### src/design/tlbt_pkg.sv
// shared types and constants for the tlb / page table / lru translator
// no dependencies
package tlbt_pkg;
   localparam int PageBits  = 8;
   localparam int FrameBits = 8;
   localparam int CntBits   = 9;

   typedef logic [PageBits-1:0]  page_type;
   typedef logic [FrameBits-1:0] frame_type;

   typedef enum logic [2:0] {
      ST_IDLE, ST_LOOK, ST_RESOLVE, ST_OWNER, ST_TOUCH, ST_DONE
   } state_type;

   typedef enum logic [0:0] {
      REG_NUM_FRAMES = 1'b0
   } reg_index_type;
endpackage

### src/design/tlbt_lru_cell.sv
// one cell of the lru chain: holds one frame number
// depends on tlbt_pkg
module tlbt_lru_cell (
   input  logic                clock,
   input  logic                reset,
   input  logic                shift_en,
   input  logic                load_en,
   input  tlbt_pkg::frame_type load_value,
   input  tlbt_pkg::frame_type next_value,
   output tlbt_pkg::frame_type value
);
   import tlbt_pkg::*;
   frame_type value_ff, value_in;

   always_comb begin
      value_in = value_ff;
      if (load_en) begin
         value_in = load_value;
      end else if (shift_en) begin
         value_in = next_value;
      end
   end

   always_ff @(posedge clock) begin
      if (reset) begin
         value_ff <= '0;
      end else begin
         value_ff <= value_in;
      end
   end

   assign value = value_ff;
endmodule
### config.mk
export PLATFORM = sky130hd
export DESIGN_NAME = tlbt_lru_cell
export DESIGN_NICKNAME = d
export VERILOG_FILES = /design/src/design/tlbt_pkg.sv /design/src/design/tlbt_lru_cell.sv
export SDC_FILE = /design/constraint.sdc
export NUM_CORES = 1
export LEC_CHECK = 0
export ABC_CLOCK_PERIOD_IN_PS = 850
export BUFFER_PORTS_ARGS = -buffer_cell sky130_fd_sc_hd__buf_2
export CORE_AREA = 8 8 45 47
export DETAILED_ROUTE_END_ITERATION = 8
export DIE_AREA = 0 0 53 55
export GPL_TIMING_DRIVEN = 0
export PLACE_DENSITY = 0.61
export SLEW_MARGIN = 30
export SYNTH_ARGS = -nofsm -noshare
export SYNTH_HDL_FRONTEND = slang
export SYNTH_SLANG_ARGS = --single-unit
### constraint.sdc
create_clock -name clock -period 0.85 [get_ports clock]
set_input_delay 0.17 -clock clock [delete_from_list [all_inputs] [get_ports clock]]
set_output_delay 0.17 -clock clock [all_outputs]
set_load 0.1 [all_outputs]
==> impl_metrics.py <==
metrics = {
    "yosys": {
        "synth.avg_cell_area_um2": 10.5,
        "ys_warn_count": 0,
        "syn_nets": 55,
        "netlist_area_um2": 369,
        "syn_inst": 35,
        "ys_ff_latch": 8,
        "synthSimpleGateAreaFrac_pct": 13.6,
        "synth-compound-area-share_pct": 16.3,
        "ys_types": 7,
        "synth_fa_ha_area_share_pct": 0,
        "synth_xor_area_share_pct": 0,
        "muxShareOfSynthArea_pct": 21.7,
        "synth_top_family_by_area": "multiplexers",
        "yosysSeqAreaShare_pct": 43.4,
    },
    "cells_and_area": {
        "utilization_pct": 49.6,
        "largest_reg_flops": 8,
        "design_area_um2": 687,
        "fin_cells": 79,
        "drive_above_1_share_pct": 60.3,
        "nets": 85,
        "final_common_cell": "buf_2",
        "regArea_um2": 190,
        "fillers": 130,
        "antenna_cells": 0,
        "syn_to_final_growth_pct": 86.1,
        "multi_input_area_um2": 190,
    },
    "hold_path": {
        "hold_path_startpoint": "load_value[4]",
        "holdPathStages": 3,
        "min_to": "value[4]",
        "hp-class": "input port to flop",
    },
    "timing": {
        "setup_viol": 8,
        "skew_ps": 0,
        "finalCritPeriodShare_pct": 112,
        "tightest_slew_ps": 382,
        "fin_ws_ps": -101,
        "rsz0062_at_grt": "true",
        "fmax_mhz": 1050,
        "final-hold-violation-count": 0,
        "fin_tns_setup_ps": -740,
        "period_minus_slack_ps": 951,
        "maxSlewViolCount": 0,
        "timing.hold.ws_ps": 202,
        "maxSlewHeadroom_pct": 74.5,
    },
    "detailed_routing": {
        "drt_iter0_drc": 3,
        "postRouteAntennaNets": 0,
        "routed_wl_um": 1160,
        "routed_via_density": 4.61,
        "drt_first_pass_iters": 4,
        "drc": 0,
        "via_count": 364,
        "wire_per_inst_um": 14.6,
    },
    "clock_network": {
        "cts.sinks": 8,
        "clockBufferDepth": 2,
        "cts-root-buf": "clkbuf_4",
        "numCtsBuffers": 3,
        "postCtsSetupBuffers": 0,
        "cts_htree_levels": 1,
        "cts_tree": "built",
        "clk_pin_slew_ps": 50,
        "clk-insertion-delay-late_ps": 250,
    },
    "worst_setup_path": {
        "crit_family": "flip-flops",
        "r2r_end": "value[1]",
        "cpPeakStageDelay_ps": 360,
        "r2r_setup_slack_ps": 110,
        "crit_path_cell_trace": "buf_12",
        "required_ps": 680,
        "critPathLaunchType": "flop",
        "cp_data_arrival_time_ps": 780,
        "critPathSlowestCell": "dfxtp_4",
        "crit_path_max_fanout": 2,
        "crit_buf_inv": 1,
        "critical_path_class": "flop to output pin",
        "rr_worst_depth": 2,
        "timing.rr.start": "value[1]",
        "end_kind": "output pin",
    },
    "placed_design": {
        "dp_hpwl_um": 862,
        "port_buffers": 25,
        "dp_cells": 76,
        "dpl_cell_area_um2": 544,
        "gp_congestion": 0.663,
    },
    "grt": {
        "grt_pass1_vias": 401,
        "grt_use_total_pct": 8.16,
        "grt_overflow_total": 0,
        "grt_max_degree": 10,
        "grt_pass1_wl_um": 1660,
        "antenna_found_initial": 0,
    },
    "floorplanning": {
        "chipHeight_um": 55,
        "num_rows": 14,
        "fp.dieW_um": 53,
        "core_um2": 1380,
        "start_util_pct": 26.7,
        "pin_count": 28,
        "fp.dieArea_um2": 2920,
    },
    "flow_run": {
        "maxCapViolCount": 0,
    },
    "run_status": {
        "violations": "negative setup slack",
        "status": "complete, but fails checks",
    },
    "power_and_ir_drop": {
        "leakage_nw": 0.307,
        "ir_worst_vdd_uv": 554,
        "p_per_area_nw_per_um2": 1710,
    },
}
[power breakdown]
part	leakage, nW	switching [W]	internal [W]
combinational	0.222	0.000276	0.000179
clock	0.0138	0.000127	0.000161
sequential	0.0713	0.0000298	0.000400
total	0.307	0.000432	0.000741
[worst max-delay path by stage]
stage	startpoint	to	slack (ps)	depth (start not counted)
6_report	value[6]	value[6]	-100	1
5_1_grt	value[6]	value[6]	-130	1
2_1_floorplan	value[0]	value[0]	-40	2
3_3_place_gp	value[6]	value[6]	-60	1
4_1_cts	value[6]	value[6]	-100	1
3_5_place_dp	value[7]	value[7]	-60	1
[worst register-to-register path, delay by kind of cell (launching register included)]
kind	cells	cell delay [ps]
AOI/OAI and AO/OA	1	220
muxes	1	60
DFF	1	360
[repair_timing]
action                     4_1_cts  5_1_grt
hold buffers                     0        0
gates resized for setup         32        0
setup endpoints to repair        8        8
[Yosys cell counts]
master / count / area share, %
mux2i_1: 8 / 22
dfxtp_1: 8 / 43
inv_2: 1 / 1.0
nor2b_1: 8 / 14
a211oi_1: 8 / 16
buf_6: 1 / 3.1
buf_1: 1 / 1.0
[metrics by stage]
step                      total power [W]  worst slack (ps)
final                             0.00117              -101
after global routing              0.00122              -125
after CTS                         0.00118              -104
after detailed placement         0.000788             -61.4
after global placement           0.000783             -60.1
after floorplan                  0.000706             -41.4
[area by class of cell]
| type | count | area share (%) |
|---|---|---|
| Buffer | 2 | 2.19 |
| Clock buffer | 3 | 3.28 |
| Inverter | 1 | 0.546 |
| Multi-Input combinational cell | 24 | 27.7 |
| Sequential cell | 8 | 27.7 |
| Tap cell | 16 | 2.91 |
| Timing Repair Buffer | 25 | 35.7 |
[cell families (layout without fill, tap and decap cells)]
group           after synthesis  count (layout)
simple gates                  8               8
compound gates                8               8
mux                           8               8
buf+inv                       3              31
flops                         8               8
[metal layers]
metal | up-vias | GRT usage, % | share of wire (%)
met5 | - | 0 | 0
met4 | 0 | 9.05 | 4.3
met3 | 4 | 3.48 | 13
met2 | 19 | 12.9 | 48
met1 | 159 | 7.50 | 35
li1 | 182 | - | -
Power figures use the tool's default switching activity.
